--- src/sv/tpt_pkg.sv ---
// ----------------------------------------------------------------------------
// tpt_pkg
// Types, codes and default sizes for the touch press tracker.
// ----------------------------------------------------------------------------
`default_nettype none

package tpt_pkg;

    localparam int TABLE_SLOTS_DEF  = 32;
    localparam int POINTER_BITS_DEF = 8;
    localparam int COORD_BITS_DEF   = 12;

    localparam int MODE_W    = 2;
    localparam int STATUS_W  = 2;
    localparam int RADIUS_W  = 16;
    localparam int CFG_IDX_W = 2;
    localparam int CFG_DATA_W = 16;
    localparam int OUT_USER_W = 1 + STATUS_W;

    typedef logic [MODE_W-1:0]    mode_t;
    typedef logic [STATUS_W-1:0]  status_t;
    typedef logic [CFG_IDX_W-1:0] cfg_idx_t;

    localparam mode_t MODE_PRESS   = 2'd0;
    localparam mode_t MODE_RELEASE = 2'd1;
    localparam mode_t MODE_CANCEL  = 2'd2;

    localparam status_t STATUS_OK       = 2'd0;
    localparam status_t STATUS_FULL     = 2'd1;
    localparam status_t STATUS_NO_ENTRY = 2'd2;
    localparam status_t STATUS_RSVD     = 2'd3;

    localparam cfg_idx_t REG_ORIENTATION   = 2'd0;
    localparam cfg_idx_t REG_SCREEN_WIDTH  = 2'd1;
    localparam cfg_idx_t REG_SCREEN_HEIGHT = 2'd2;
    localparam cfg_idx_t REG_TAP_RADIUS_SQ = 2'd3;

    localparam logic [1:0] ORIENT_PORTRAIT_BOTTOM  = 2'd0;
    localparam logic [1:0] ORIENT_PORTRAIT_TOP     = 2'd1;
    localparam logic [1:0] ORIENT_LANDSCAPE_RIGHT  = 2'd2;
    localparam logic [1:0] ORIENT_LANDSCAPE_LEFT   = 2'd3;

    localparam logic [RADIUS_W-1:0] TAP_RADIUS_SQ_RST = 16'd25;

endpackage

`default_nettype wire

--- src/sv/touch_press_tracker_tap_detect.sv ---
// ----------------------------------------------------------------------------
// touch_press_tracker_tap_detect
// Pointer table tracker with orientation remap and tap detection.
// ----------------------------------------------------------------------------
//  channel   dir  tdata                           tuser
//  s_*       in   pointer, raw_x, raw_y           mode
//  m_*       out  pos_x, pos_y                    tap, status
//  cfg_*     in   write only: cfg_we, cfg_addr, cfg_data
//
//  Each event runs a sequential scan of the slot RAM, one entry per cycle, then
//  the table update; a release that finds its pointer also computes the squared
//  distance on one shared multiplier. s_tready is high only when no event is in
//  work, so an event is taken only once the previous one has reached the result
//  register. The result register holds until m_tready; the next event is taken
//  meanwhile and waits in its last state while the register is full. Reset
//  clears all slot valid bits at once.
// ----------------------------------------------------------------------------
`default_nettype none

module touch_press_tracker_tap_detect #(
    parameter int TABLE_SLOTS  = tpt_pkg::TABLE_SLOTS_DEF,
    parameter int POINTER_BITS = tpt_pkg::POINTER_BITS_DEF,
    parameter int COORD_BITS   = tpt_pkg::COORD_BITS_DEF,
    localparam int IN_DATA_W   = ((POINTER_BITS + 2 * COORD_BITS + 7) / 8) * 8,
    localparam int OUT_DATA_W  = ((2 * COORD_BITS + 7) / 8) * 8
) (
    input  wire logic                              clk,
    input  wire logic                              rst_n,
    input  wire logic                              s_tvalid,
    output logic                                   s_tready,
    input  wire logic [IN_DATA_W-1:0]              s_tdata,   // pointer, raw_x, raw_y
    input  wire logic [tpt_pkg::MODE_W-1:0]        s_tuser,   // mode
    output logic                                   m_tvalid,
    input  wire logic                              m_tready,
    output logic [OUT_DATA_W-1:0]                  m_tdata,   // pos_x, pos_y
    output logic [tpt_pkg::OUT_USER_W-1:0]         m_tuser,   // tap, status
    input  wire logic                              cfg_we,
    input  wire logic [tpt_pkg::CFG_IDX_W-1:0]     cfg_addr,
    input  wire logic [tpt_pkg::CFG_DATA_W-1:0]    cfg_data
);

    import tpt_pkg::*;

    localparam int IDX_W   = (TABLE_SLOTS > 1) ? $clog2(TABLE_SLOTS) : 1;
    localparam int CNT_W   = $clog2(TABLE_SLOTS + 1);
    localparam int ENTRY_W = POINTER_BITS + 2 * COORD_BITS;
    localparam int SQ_W    = 2 * COORD_BITS;
    localparam int SUM_W   = SQ_W + 1;

    typedef enum logic [2:0] {
        ST_IDLE,
        ST_SCAN,
        ST_EXEC,
        ST_SQX,
        ST_SQY,
        ST_SUM,
        ST_FIN
    } state_t;

    state_t state_reg;

    // configuration
    logic [1:0]            orient_reg;
    logic [COORD_BITS-1:0] width_reg;
    logic [COORD_BITS-1:0] height_reg;
    logic [RADIUS_W-1:0]   radius_reg;

    // event
    mode_t                   mode_reg;
    logic [POINTER_BITS-1:0] ptr_reg;
    logic [COORD_BITS-1:0]   px_reg;
    logic [COORD_BITS-1:0]   py_reg;

    // scan
    logic [TABLE_SLOTS-1:0]  used_reg;
    logic [CNT_W-1:0]        cnt_reg;
    logic                    rd_pend_reg;
    logic [IDX_W-1:0]        rd_idx_reg;
    logic                    hit_reg;
    logic [IDX_W-1:0]        hit_idx_reg;
    logic [COORD_BITS-1:0]   hit_x_reg;
    logic [COORD_BITS-1:0]   hit_y_reg;
    logic                    free_reg;
    logic [IDX_W-1:0]        free_idx_reg;

    // distance
    logic [COORD_BITS-1:0]   dx_reg;
    logic [COORD_BITS-1:0]   dy_reg;
    logic [SQ_W-1:0]         prod_reg;
    logic [SQ_W-1:0]         acc_reg;
    logic                    tap_reg;
    status_t                 status_reg;

    // result
    logic                    out_valid_reg;
    logic [COORD_BITS-1:0]   out_x_reg;
    logic [COORD_BITS-1:0]   out_y_reg;
    logic                    out_tap_reg;
    status_t                 out_status_reg;

    // input field unpack
    logic [POINTER_BITS-1:0] in_ptr;
    logic [COORD_BITS-1:0]   in_x;
    logic [COORD_BITS-1:0]   in_y;
    mode_t                   in_mode;
    logic [COORD_BITS-1:0]   map_x;
    logic [COORD_BITS-1:0]   map_y;
    logic [COORD_BITS-1:0]   h_minus_y;
    logic [COORD_BITS-1:0]   w_minus_x;

    assign in_ptr  = s_tdata[POINTER_BITS-1:0];
    assign in_x    = s_tdata[POINTER_BITS +: COORD_BITS];
    assign in_y    = s_tdata[POINTER_BITS + COORD_BITS +: COORD_BITS];
    assign in_mode = s_tuser;

    assign h_minus_y = (height_reg > in_y) ? (height_reg - in_y) : '0;
    assign w_minus_x = (width_reg > in_x) ? (width_reg - in_x) : '0;

    always_comb
    begin
        map_x = in_x;
        map_y = in_y;
        case (orient_reg)
            ORIENT_PORTRAIT_BOTTOM:
            begin
                map_y = h_minus_y;
            end
            ORIENT_PORTRAIT_TOP:
            begin
                map_x = w_minus_x;
            end
            ORIENT_LANDSCAPE_RIGHT:
            begin
                map_x = in_y;
                map_y = in_x;
            end
            default:
            begin
                map_x = h_minus_y;
                map_y = w_minus_x;
            end
        endcase
    end

    // slot RAM: {press_y, press_x, pointer}
    logic               ram_we;
    logic [IDX_W-1:0]   ram_waddr;
    logic [ENTRY_W-1:0] ram_wdata;
    logic [ENTRY_W-1:0] ram_rdata;
    logic [IDX_W-1:0]   ram_raddr;

    logic s_fire;
    logic m_fire;
    logic out_load;
    logic scan_issue;
    logic scan_end;
    logic ptr_match;
    logic is_press;
    logic store_ok;

    assign s_tready   = (state_reg == ST_IDLE);
    assign s_fire     = s_tvalid && s_tready;
    assign m_fire     = out_valid_reg && m_tready;
    assign out_load   = (state_reg == ST_FIN) && (!out_valid_reg || m_tready);
    assign scan_issue = (state_reg == ST_SCAN) && (cnt_reg < CNT_W'(TABLE_SLOTS));
    assign scan_end   = (state_reg == ST_SCAN) && (cnt_reg == CNT_W'(TABLE_SLOTS));
    assign ram_raddr  = cnt_reg[IDX_W-1:0];
    assign ptr_match  = rd_pend_reg && used_reg[rd_idx_reg]
                        && (ram_rdata[POINTER_BITS-1:0] == ptr_reg);
    assign is_press   = (mode_reg == MODE_PRESS);
    assign store_ok   = hit_reg || free_reg;

    assign ram_we    = (state_reg == ST_EXEC) && is_press && store_ok;
    assign ram_waddr = hit_reg ? hit_idx_reg : free_idx_reg;
    assign ram_wdata = {py_reg, px_reg, ptr_reg};

    tpt_ram #(
        .WIDTH (ENTRY_W),
        .DEPTH (TABLE_SLOTS)
    ) u_slot_ram (
        .clk   (clk),
        .we    (ram_we),
        .waddr (ram_waddr),
        .wdata (ram_wdata),
        .raddr (ram_raddr),
        .rdata (ram_rdata)
    );

    // shared squarer
    logic [COORD_BITS-1:0] mul_op;
    logic [SQ_W-1:0]       mul_out;
    logic [SUM_W-1:0]      dist_sum;

    assign mul_op   = (state_reg == ST_SQX) ? dx_reg : dy_reg;
    assign mul_out  = mul_op * mul_op;
    assign dist_sum = {1'b0, acc_reg} + {1'b0, prod_reg};

    always_ff @(posedge clk or negedge rst_n)
    begin
        if (!rst_n)
        begin
            orient_reg <= '0;
            width_reg  <= '0;
            height_reg <= '0;
            radius_reg <= TAP_RADIUS_SQ_RST;
        end
        else if (cfg_we)
        begin
            case (cfg_addr)
                REG_ORIENTATION:   orient_reg <= cfg_data[1:0];
                REG_SCREEN_WIDTH:  width_reg  <= cfg_data[COORD_BITS-1:0];
                REG_SCREEN_HEIGHT: height_reg <= cfg_data[COORD_BITS-1:0];
                REG_TAP_RADIUS_SQ: radius_reg <= cfg_data[RADIUS_W-1:0];
                default:           orient_reg <= orient_reg;
            endcase
        end
    end

    always_ff @(posedge clk or negedge rst_n)
    begin
        if (!rst_n)
        begin
            state_reg     <= ST_IDLE;
            used_reg      <= '0;
            cnt_reg       <= '0;
            rd_pend_reg   <= 1'b0;
            hit_reg       <= 1'b0;
            free_reg      <= 1'b0;
            out_valid_reg <= 1'b0;
        end
        else
        begin
            if (out_load)
            begin
                out_valid_reg <= 1'b1;
            end
            else if (m_fire)
            begin
                out_valid_reg <= 1'b0;
            end
            case (state_reg)
                ST_IDLE:
                begin
                    if (s_fire)
                    begin
                        mode_reg    <= in_mode;
                        ptr_reg     <= in_ptr;
                        cnt_reg     <= '0;
                        rd_pend_reg <= 1'b0;
                        hit_reg     <= 1'b0;
                        free_reg    <= 1'b0;
                        tap_reg     <= 1'b0;
                        status_reg  <= STATUS_OK;
                        if (in_mode == MODE_PRESS || in_mode == MODE_RELEASE)
                        begin
                            px_reg <= map_x;
                            py_reg <= map_y;
                        end
                        else
                        begin
                            px_reg <= '0;
                            py_reg <= '0;
                        end
                        state_reg <= ST_SCAN;
                    end
                end
                ST_SCAN:
                begin
                    rd_pend_reg <= scan_issue;
                    rd_idx_reg  <= cnt_reg[IDX_W-1:0];
                    if (scan_issue)
                    begin
                        cnt_reg <= cnt_reg + CNT_W'(1);
                        if (!free_reg && !used_reg[cnt_reg[IDX_W-1:0]])
                        begin
                            free_reg     <= 1'b1;
                            free_idx_reg <= cnt_reg[IDX_W-1:0];
                        end
                    end
                    if (ptr_match && !hit_reg)
                    begin
                        hit_reg     <= 1'b1;
                        hit_idx_reg <= rd_idx_reg;
                        hit_x_reg   <= ram_rdata[POINTER_BITS +: COORD_BITS];
                        hit_y_reg   <= ram_rdata[POINTER_BITS + COORD_BITS +: COORD_BITS];
                    end
                    if (scan_end)
                    begin
                        state_reg <= ST_EXEC;
                    end
                end
                ST_EXEC:
                begin
                    dx_reg <= (px_reg > hit_x_reg) ? (px_reg - hit_x_reg)
                                                   : (hit_x_reg - px_reg);
                    dy_reg <= (py_reg > hit_y_reg) ? (py_reg - hit_y_reg)
                                                   : (hit_y_reg - py_reg);
                    state_reg <= ((mode_reg == MODE_RELEASE) && hit_reg) ? ST_SQX : ST_FIN;
                    case (mode_reg)
                        MODE_PRESS:
                        begin
                            if (store_ok)
                            begin
                                used_reg[ram_waddr] <= 1'b1;
                            end
                            else
                            begin
                                status_reg <= STATUS_FULL;
                            end
                        end
                        MODE_RELEASE:
                        begin
                            if (hit_reg)
                            begin
                                used_reg[hit_idx_reg] <= 1'b0;
                            end
                            else
                            begin
                                status_reg <= STATUS_NO_ENTRY;
                            end
                        end
                        MODE_CANCEL:
                        begin
                            if (hit_reg)
                            begin
                                used_reg[hit_idx_reg] <= 1'b0;
                            end
                            else
                            begin
                                status_reg <= STATUS_NO_ENTRY;
                            end
                        end
                        default:
                        begin
                            status_reg <= STATUS_OK;
                        end
                    endcase
                end
                ST_SQX:
                begin
                    prod_reg  <= mul_out;
                    state_reg <= ST_SQY;
                end
                ST_SQY:
                begin
                    acc_reg   <= prod_reg;
                    prod_reg  <= mul_out;
                    state_reg <= ST_SUM;
                end
                ST_SUM:
                begin
                    tap_reg   <= (dist_sum < SUM_W'(radius_reg));
                    state_reg <= ST_FIN;
                end
                ST_FIN:
                begin
                    if (out_load)
                    begin
                        out_x_reg      <= px_reg;
                        out_y_reg      <= py_reg;
                        out_tap_reg    <= tap_reg;
                        out_status_reg <= status_reg;
                        state_reg      <= ST_IDLE;
                    end
                end
                default:
                begin
                    state_reg <= ST_IDLE;
                end
            endcase
        end
    end

    assign m_tvalid = out_valid_reg;
    assign m_tdata  = OUT_DATA_W'({out_y_reg, out_x_reg});
    assign m_tuser  = {out_status_reg, out_tap_reg};

endmodule

`default_nettype wire

--- src/sv/tpt_ram.sv ---
// ----------------------------------------------------------------------------
// tpt_ram
// Generic single write port, single read port RAM with registered read.
// ----------------------------------------------------------------------------
`default_nettype none

module tpt_ram #(
    parameter int WIDTH  = 32,
    parameter int DEPTH  = 32,
    localparam int ADDR_W = (DEPTH > 1) ? $clog2(DEPTH) : 1
) (
    input  wire logic              clk,
    input  wire logic              we,
    input  wire logic [ADDR_W-1:0] waddr,
    input  wire logic [WIDTH-1:0]  wdata,
    input  wire logic [ADDR_W-1:0] raddr,
    output logic      [WIDTH-1:0]  rdata
);

    logic [WIDTH-1:0] mem [DEPTH];

    always_ff @(posedge clk)
    begin
        if (we)
        begin
            mem[waddr] <= wdata;
        end
        rdata <= mem[raddr];
    end

endmodule

`default_nettype wire

--- config.mk ---
export PLATFORM = sky130hd
export DESIGN_NAME = touch_press_tracker_tap_detect
export DESIGN_NICKNAME = d
export VERILOG_FILES = /design/src/sv/tpt_pkg.sv /design/src/sv/touch_press_tracker_tap_detect.sv /design/src/sv/tpt_ram.sv
export SDC_FILE = /design/constraint.sdc
export NUM_CORES = 2
export LEC_CHECK = 0
export BUFFER_PORTS_ARGS = -buffer_cell sky130_fd_sc_hd__buf_4
export CAP_MARGIN = 5
export CORE_MARGIN = 2
export CORE_UTILIZATION = 50
export DETAILED_ROUTE_END_ITERATION = 10
export MAX_ROUTING_LAYER = met4
export PLACE_DENSITY = 0.68
export SYNTH_ARGS = -nofsm -noshare
export SYNTH_HDL_FRONTEND = slang
export SYNTH_SLANG_ARGS = --single-unit
--- constraint.sdc ---
create_clock -name clk -period 6.34 [get_ports clk]
set_input_delay 0.634 -clock clk [delete_from_list [all_inputs] [get_ports clk]]
set_output_delay 0.634 -clock clk [all_outputs]
set_load 0.02 [all_outputs]
* After elaboration in Yosys (flattened, before gate mapping)
Memories as Yosys holds them, arrays and structs flattened. A register that Yosys moved wholly into a read port is not among the register bits.
Cells that the tools add are included.
** Cells by class
- $add $sub $neg :: 8
- Multiply operators :: 1
- Order comparisons :: 12
- Equality and inequality tests :: 26
- Mux-type cells :: 44
- Bitwise operators :: 3
- Reduce and logical (&&, ||, !) cells :: 53
** Operators with widths (count)
- 12-bit one-hot mux with 3 select lines :: 2
- 12-bit subtractor :: 6
- 32-bit 2-to-1 mux :: 2
- 32-bit one-hot mux with 2 select lines :: 1
- 12-bit 2-to-1 mux :: 5
- 12-bit greater-than comparator :: 4
- 32-bit bitwise AND :: 1
- 32-bit NOT :: 1
- 32-bit OR :: 1
- 24-bit by 24-bit adder with 25-bit output :: 1
- 25-bit by 16-bit < comparator with 1-bit output :: 1
- 5-bit by 6-bit < comparator with 1-bit output (second input constant) :: 4
- 12-bit by 12-bit multiplier with 24-bit output :: 1
- 3-bit one-hot mux with 7 select lines :: 1
- 3-bit AND reduction :: 7
- 2-bit AND reduction :: 9
- 1-bit logical AND :: 14
- 1-bit 2-to-1 mux :: 12
- 3-bit 2-to-1 mux :: 4
- 6-bit 2-to-1 mux :: 2
- 6-bit one-hot mux with 2 select lines :: 1
- 4-bit AND reduction :: 3
- 1-bit binary-select mux with 5-bit select :: 2
- 1-bit demux with 5-bit select :: 2
- other kinds (24) :: 60
** Word-level totals
- Flip-flop bits (word level) :: 262
- RAM bits :: 1024
- Input port bits :: 57
- Output and inout port bits :: 29
- Word-level logic and storage cells :: 178
- Memories kept :: 1
** Memory list
- u_slot_ram.mem :: depth 32, bits a word 32, read ports 1, clocked after Yosys merged registers in 1, write ports 1, line tpt_ram.sv:20 : logic [WIDTH-1:0] mem [DEPTH];

* Depth between registers and ports, before layout
- Word-level depth :: 8
- Gate-level depth with buffers :: 25
- Mapped depth without buffers :: 24

* Cells and area by module
Synthesis repeated with hierarchy kept, for this count alone.
** Second synthesis, totals
- Cells, all modules :: 4041
- Area, all modules :: 59420.7 um^2
** Modules (own cells, without submodules)
- tpt_ram :: instances 1, cells each 2260, area an instance 40490.1 um^2, sequential area each 31390.1 um^2
- touch_press_tracker_tap_detect :: instances 1, cells each 1781, area an instance 18930.7 um^2, sequential area each 7375.8 um^2

* Worst setup path after synthesis
Ideal clock, no wire load.
- Path kind :: register -> register
- Start point :: register state_reg[0]
- End point :: register prod_reg[23], data pin
- Setup time :: 259 ps
- Arrival time :: 6385 ps
- Required time :: 6081 ps
- Setup slack :: -304 ps
- Stages on the path, launching flop included :: 25
- Buffers on the path :: 3
- Period minus slack after synthesis :: 6644 ps
- Cell sequence :: dfrtp_1 -> buf_2 -> nand3_1 -> clkbuf_1 -> mux2i_1 -> clkbuf_1 -> nor2_1 -> fa_1 -> inv_1 -> fa_1 -> inv_1 -> fa_1 -> fa_1 -> inv_1 -> fa_1 -> inv_1 -> ha_1 -> and2_1 -> nand3_1 -> or4b_2 -> a31oi_1 -> nand4_1 -> nand4b_1 -> a21oi_1 -> xnor2_1
** On the way
- Word-level cells in the longest chain between the ends :: 3
** Ends and longest elaborated chain
- start, declared :: line touch_press_tracker_tap_detect.sv:60 : state_t state_reg;
- start signal, assigned :: line touch_press_tracker_tap_detect.sv:298 : state_reg <= ((mode_reg == MODE_RELEASE) && hit_reg) ? ST_SQX : ST_FIN;
- 3-bit by 2-bit == test with 1-bit output :: line touch_press_tracker_tap_detect.sv:194 : assign mul_op = (state_reg == ST_SQX) ? dx_reg : dy_reg;
- 12-bit 2-to-1 mux :: line touch_press_tracker_tap_detect.sv:194
- 12-bit by 12-bit multiplier with 24-bit output :: line touch_press_tracker_tap_detect.sv:195 : assign mul_out = mul_op * mul_op;
- named net mul_out[23] :: line touch_press_tracker_tap_detect.sv:191 : logic [SQ_W-1:0] mul_out;
- end signal, assigned :: line touch_press_tracker_tap_detect.sv:341 : prod_reg <= mul_out;
- end signal, assigned :: line touch_press_tracker_tap_detect.sv:347 : prod_reg <= mul_out;
- end, declared :: line touch_press_tracker_tap_detect.sv:89 : logic [SQ_W-1:0] prod_reg;
The timed path passes the listed nets, and every way through them passes these cells.
A chain may end at the register's enable or synchronous reset.

* Worst setup path in the final report
- Start point :: register state_reg[2]
- End point :: register prod_reg[22], data pin
Same word-level chain as after synthesis.

==> metrics.txt <==
# TYPE chip_impl_metric gauge
chip_impl_metric{name="maxSlewViolCount",unit=""} 0
chip_impl_metric{name="synth_top_cell_area_share",unit="%"} 61.63
chip_impl_info{name="root_buffer_cell",value="sky130_fd_sc_hd__clkbuf_16"} 1
chip_impl_metric{name="leakagePower",unit="nW"} 23.25
chip_impl_metric{name="switchingPower",unit="mW"} 10.47
chip_impl_metric{name="yosysSeqAreaShare",unit="%"} 66.46
chip_impl_metric{name="power_density",unit="mW/mm²"} 477.2
chip_impl_metric{name="flip_flop_count_of_the_largest_register_all_copies_and_words_added",unit=""} 1024
chip_impl_metric{name="detailed_place_hpwl",unit="mm"} 82.30
chip_impl_metric{name="port-buffer-count",unit=""} 85
chip_impl_metric{name="dr.first_iter.drc_count",unit=""} 3335
chip_impl_metric{name="number_of_antenna_violations_at_the_first_check_in_global_routing",unit=""} 3
chip_impl_info{name="min_path_type",value="in2reg"} 1
chip_impl_info{name="cts_tree",value="built"} 1
chip_impl_metric{name="chipWidth",unit="µm"} 345.5
chip_impl_metric{name="clock_insertion_delay_worst_skew",unit="ns"} 0.77
chip_impl_metric{name="final-instance-count-excl-fill",unit=""} 5227
chip_impl_metric{name="routed_wirelength",unit="mm"} 139.2
chip_impl_metric{name="wire_length_of_the_first_global_routing_pass",unit="mm"} 205.6
chip_impl_info{name="outcome",value="complete, no violations"} 1
chip_impl_metric{name="max_slew.worst_pin.slew",unit="ns"} 1.293
chip_impl_info{name="timing.critical_path.cells",value="inv_1, nand3_1, buf_12, mux2_2, nand2_1, fa_1, inv_1, fa_1, inv_1, fa_1, inv_1, fa_1, inv_1, fa_1, inv_1, ha_1, a21o_1, a221oi_1, buf_4, a21oi_1, o2111ai_2, a31oi_2, or4_1, nand4_1"} 1
chip_impl_metric{name="pin_count_of_the_biggest_net_entering_global_routing",unit=""} 118
chip_impl_metric{name="setup_tns",unit="ns"} 0
chip_impl_metric{name="seqPwrFrac",unit="%"} 34.7
chip_impl_metric{name="clock_skew",unit="ns"} 0.04677
chip_impl_metric{name="ant_nets",unit=""} 0
chip_impl_metric{name="fillcell_total",unit=""} 8743
chip_impl_metric{name="layout_min_cycle_time",unit="ns"} 6.083
chip_impl_metric{name="cts_max_path_buffers",unit=""} 3
chip_impl_metric{name="met1Wirelength",unit="mm"} 55.82
chip_impl_info{name="synth_ff_type",value="sky130_fd_sc_hd__edfxtp_1"} 1
chip_impl_metric{name="final_core_utilization",unit="%"} 57.02
chip_impl_metric{name="floorplan.die_area",unit="mm²"} 0.1194
chip_impl_metric{name="period_share",unit="%"} 95.95
chip_impl_metric{name="detail_route.drc_violations",unit=""} 0
chip_impl_metric{name="overflow",unit=""} 0
chip_impl_metric{name="cts_setup_buffers",unit=""} 0
chip_impl_metric{name="grt_pass1_vias",unit=""} 31628
chip_impl_metric{name="area_delta_synth_final",unit="%"} 13.30
chip_impl_metric{name="clkPwrFrac",unit="%"} 25.1
chip_impl_metric{name="route.vias.total",unit=""} 31169
chip_impl_metric{name="max-vdd-ir-drop",unit="mV"} 1.083
chip_impl_metric{name="worstPathMaxFanout",unit=""} 15
chip_impl_info{name="timing.critical_path.from_type",value="flip-flop"} 1
chip_impl_metric{name="wl_met3",unit="mm"} 8.474
chip_impl_metric{name="route.detailed.wl_per_inst",unit="µm"} 26.63
chip_impl_metric{name="post_synth_instance_area",unit="mm²"} 0.05833
chip_impl_metric{name="first_pass_iters",unit=""} 5
chip_impl_metric{name="synthArstFlopShare",unit="%"} 6.611
chip_impl_metric{name="finalHoldWorstSlack",unit="ns"} 0.04579
chip_impl_metric{name="clk_transition_reported_paths",unit="ns"} 0.06
chip_impl_info{name="critical_path.top_delay_family",value="adder cells"} 1
chip_impl_metric{name="gp_congestion",unit=""} 0.8790
chip_impl_info{name="crit_top_cell",value="sky130_fd_sc_hd__inv_1"} 1
chip_impl_metric{name="syn_inst",unit=""} 3380
chip_impl_metric{name="cts_max_level",unit=""} 4
chip_impl_metric{name="rows",unit=""} 125
chip_impl_info{name="criticalPathCategory",value="reg2reg"} 1
chip_impl_metric{name="drive_gt1_share",unit="%"} 23.07
chip_impl_info{name="crit_slowest_cell",value="sky130_fd_sc_hd__fa_1"} 1
chip_impl_metric{name="core_area",unit="mm²"} 0.1159
chip_impl_info{name="netlist_top_cells_area",value="sky130_fd_sc_hd__edfxtp_1 62%, sky130_fd_sc_hd__mux4_2 13%, sky130_fd_sc_hd__dfrtp_1 3.6%"} 1
chip_impl_metric{name="yosys_warnings",unit=""} 0
chip_impl_metric{name="slew_headroom",unit="%"} 13.63
chip_impl_metric{name="timing.max_cap.violations",unit=""} 0
chip_impl_metric{name="avgViaCountPerCell",unit=""} 5.963
chip_impl_metric{name="cp_slowest_stage_delay",unit="ns"} 0.55
chip_impl_metric{name="initial_core_util",unit="%"} 50.33
chip_impl_metric{name="die_h",unit="µm"} 345.5
chip_impl_metric{name="comb_power_share",unit="%"} 40.2
chip_impl_metric{name="wl_met2",unit="mm"} 71.27
chip_impl_metric{name="synth_seq_cells",unit=""} 1316
chip_impl_metric{name="postSynthAreaPerCell",unit="µm²"} 17.26
chip_impl_metric{name="finalSetupViolations",unit=""} 0
chip_impl_metric{name="hold_viol_final",unit=""} 0
chip_impl_metric{name="cp_data_arrival_time",unit="ns"} 6.71
chip_impl_metric{name="swShare",unit="%"} 33.20
chip_impl_info{name="worst_setup_path_end_kind",value="flip-flop"} 1
chip_impl_metric{name="internal_power",unit="mW"} 21.07
chip_impl_info{name="uppermost_routed_layer",value="met4"} 1
chip_impl_metric{name="synth-edff-count",unit=""} 1197
chip_impl_metric{name="crit_required",unit="ns"} 6.97
chip_impl_metric{name="num_cts_buffers",unit=""} 137
chip_impl_metric{name="grt_usage",unit="%"} 24.22
chip_impl_info{name="synth_largest_area_cell",value="sky130_fd_sc_hd__edfxtp_1"} 1
chip_impl_metric{name="fmax",unit="GHz"} 0.1644
chip_impl_metric{name="dpl_cells",unit=""} 4967
chip_impl_metric{name="synth.distinct_cells",unit=""} 82
chip_impl_metric{name="cts_num_sinks",unit=""} 1316
chip_impl_metric{name="cp.buffers_inverters",unit=""} 8
chip_impl_metric{name="floorplan.io_pins",unit=""} 86
chip_impl_metric{name="synth_nets",unit=""} 3689
chip_impl_metric{name="layout.nets",unit=""} 3898
## routing by layer
| layer | vias up | GRT usage, % |
|---|---|---|
| met3 | 214 | 3.491 |
| li1 | 13568 | - |
| met4 | 0 | 7.653 |
| met5 | - | - |
| met1 | 16285 | 31.35 |
| met2 | 1102 | 39.93 |
## repair_timing
| action | CTS | global route |
|---|---|---|
| setup endpoints to repair | 0 | 3 |
| resized for setup | 0 | 12 |
| endpoints found under the hold margin | 44 | 0 |
| hold buffers | 7 | 0 |
## cells in the mapped netlist (5+ instances only)
cell type / count
sky130_fd_sc_hd__o21a_1: 21
sky130_fd_sc_hd__dfxtp_1: 32
sky130_fd_sc_hd__clkbuf_1: 66
sky130_fd_sc_hd__a21oi_1: 75
sky130_fd_sc_hd__fa_1: 84
sky130_fd_sc_hd__mux2_2: 54
sky130_fd_sc_hd__a21o_1: 39
sky130_fd_sc_hd__mux4_2: 339
sky130_fd_sc_hd__nor2b_1: 20
sky130_fd_sc_hd__buf_1: 40
sky130_fd_sc_hd__nand2b_1: 15
sky130_fd_sc_hd__xor2_1: 29
sky130_fd_sc_hd__xnor2_1: 49
sky130_fd_sc_hd__a221oi_1: 8
sky130_fd_sc_hd__edfxtp_1: 1197
sky130_fd_sc_hd__o31a_1: 5
sky130_fd_sc_hd__o211ai_1: 6
sky130_fd_sc_hd__inv_1: 252
sky130_fd_sc_hd__ha_1: 168
sky130_fd_sc_hd__nor3_1: 27
sky130_fd_sc_hd__nand3_1: 35
sky130_fd_sc_hd__and3_1: 9
sky130_fd_sc_hd__a211oi_1: 29
sky130_fd_sc_hd__a311oi_1: 8
sky130_fd_sc_hd__a31oi_1: 20
sky130_fd_sc_hd__o21ai_0: 117
sky130_fd_sc_hd__nand4_1: 20
sky130_fd_sc_hd__nor2_1: 144
sky130_fd_sc_hd__nand3b_1: 7
sky130_fd_sc_hd__o31ai_1: 10
sky130_fd_sc_hd__dfrtp_1: 84
sky130_fd_sc_hd__o21bai_1: 11
sky130_fd_sc_hd__nor3b_1: 5
sky130_fd_sc_hd__and2_1: 13
sky130_fd_sc_hd__buf_2: 21
sky130_fd_sc_hd__mux2i_1: 35
sky130_fd_sc_hd__a21boi_0: 5
sky130_fd_sc_hd__nand2_1: 198
## final cells by class
class | count | area [µm²] | share of cell area (%)
clock buffers | 180 | 3692 | 5.587
multi-input cells | 1676 | 18380 | 27.81
diodes | 1 | 2.502 | 0.003787
well taps | 1524 | 1907 | 2.885
inverters | 256 | 973.4 | 1.473
flip-flops and latches | 1316 | 38780 | 58.68
clock inverters | 72 | 757.0 | 1.145
repair buffers | 202 | 1597 | 2.416
## metrics by stage
stage          setup slack (ns)  instance area (µm²)  total power [mW]
5_1_grt               -0.007993                66080             33.57
6_report                 0.2569                66080             31.54
3_3_place_gp            0.07922                61500             23.57
4_1_cts                0.004848                66020             31.55
3_5_place_dp            0.02702                61500             23.62
2_1_floorplan          0.002033                58330             20.38
## logic make-up (layout without fill, tap and decap cells)
logic type / after synthesis / after routing / share of synthesized area [%]
buf+inv: 388 / 710 / 2.600
compound gates: 399 / 399 / 4.443
xor+xnor: 78 / 78 / 1.171
fa+ha+maj: 252 / 252 / 6.487
other cells: 0 / 1 / 0
mux: 431 / 431 / 14.81
simple gates: 516 / 516 / 4.024
flops: 1316 / 1316 / 66.46
## path summary, 6_finish.rpt
check                                startpoint  slack [ns]  depth (start not counted)            to
setup / recovery                   state_reg[2]        0.26                         24  prod_reg[22]
hold / removal                       s_tdata[4]        0.05                          1    ptr_reg[4]
setup reg to reg                   state_reg[2]        0.26                         24  prod_reg[22]
hold reg to reg            u_slot_ram.rdata[17]        0.39                          0  hit_x_reg[9]
max in group asynchronous                 rst_n        4.81                          3    cnt_reg[1]
min in group asynchronous                 rst_n        0.44                          2  used_reg[24]
## worst reg2reg max path, stage by stage, from the launching register on
cell and delay (ns):
sky130_fd_sc_hd__dfrtp_1 0.38, sky130_fd_sc_hd__inv_1 0.07, sky130_fd_sc_hd__nand3_1 0.13, sky130_fd_sc_hd__buf_12 0.19, sky130_fd_sc_hd__mux2_2 0.32, sky130_fd_sc_hd__nand2_1 0.14
sky130_fd_sc_hd__fa_1 0.55, sky130_fd_sc_hd__inv_1 0.05, sky130_fd_sc_hd__fa_1 0.49, sky130_fd_sc_hd__inv_1 0.05, sky130_fd_sc_hd__fa_1 0.52, sky130_fd_sc_hd__inv_1 0.05
sky130_fd_sc_hd__fa_1 0.48, sky130_fd_sc_hd__inv_1 0.05, sky130_fd_sc_hd__fa_1 0.47, sky130_fd_sc_hd__inv_1 0.04, sky130_fd_sc_hd__ha_1 0.33, sky130_fd_sc_hd__a21o_1 0.18
sky130_fd_sc_hd__a221oi_1 0.24, sky130_fd_sc_hd__buf_4 0.18, sky130_fd_sc_hd__a21oi_1 0.09, sky130_fd_sc_hd__o2111ai_2 0.25, sky130_fd_sc_hd__a31oi_2 0.16, sky130_fd_sc_hd__or4_1 0.42
sky130_fd_sc_hd__nand4_1 0.10
## power by group through the flow
stage	Combinational (mW)	Clock [mW]	Sequential, mW
global route	14.2	8.35	11.0
global placement	12.4	0	11.1
detailed placement	12.5	0	11.1
finish	12.7	7.90	11.0
CTS	12.6	8.02	11.0
floorplan	9.45	0	10.9
## layout by cell type (no fill, tap or decap), types with 8 or more instances in the layout
cell and n:
sky130_fd_sc_hd__xnor2_1 49, sky130_fd_sc_hd__edfxtp_1 1197, sky130_fd_sc_hd__a21oi_1 75, sky130_fd_sc_hd__buf_4 190
sky130_fd_sc_hd__dfrtp_1 79, sky130_fd_sc_hd__clkinv_2 23, sky130_fd_sc_hd__o31ai_1 10, sky130_fd_sc_hd__nor3_1 24
sky130_fd_sc_hd__a221oi_1 8, sky130_fd_sc_hd__a31oi_1 18, sky130_fd_sc_hd__o21ai_0 116, sky130_fd_sc_hd__clkbuf_1 35
sky130_fd_sc_hd__nor2_4 32, sky130_fd_sc_hd__clkbuf_16 139, sky130_fd_sc_hd__clkinv_1 24, sky130_fd_sc_hd__mux2_2 53
sky130_fd_sc_hd__o21a_1 21, sky130_fd_sc_hd__inv_1 251, sky130_fd_sc_hd__fa_1 84, sky130_fd_sc_hd__nor2_1 111
sky130_fd_sc_hd__nand2b_1 15, sky130_fd_sc_hd__xor2_1 29, sky130_fd_sc_hd__bufinv_16 8, sky130_fd_sc_hd__dfxtp_1 32
sky130_fd_sc_hd__a21o_1 39, sky130_fd_sc_hd__nand2_1 198, sky130_fd_sc_hd__nand3_1 35, sky130_fd_sc_hd__and2_1 12
sky130_fd_sc_hd__mux2i_1 33, sky130_fd_sc_hd__nor2b_1 20, sky130_fd_sc_hd__a211oi_1 29, sky130_fd_sc_hd__nand4_1 20
sky130_fd_sc_hd__a311oi_1 8, sky130_fd_sc_hd__ha_1 168, sky130_fd_sc_hd__o21bai_1 10, sky130_fd_sc_hd__mux4_2 339
sky130_fd_sc_hd__and3_1 9
Power figures use the tool's default switching activity.
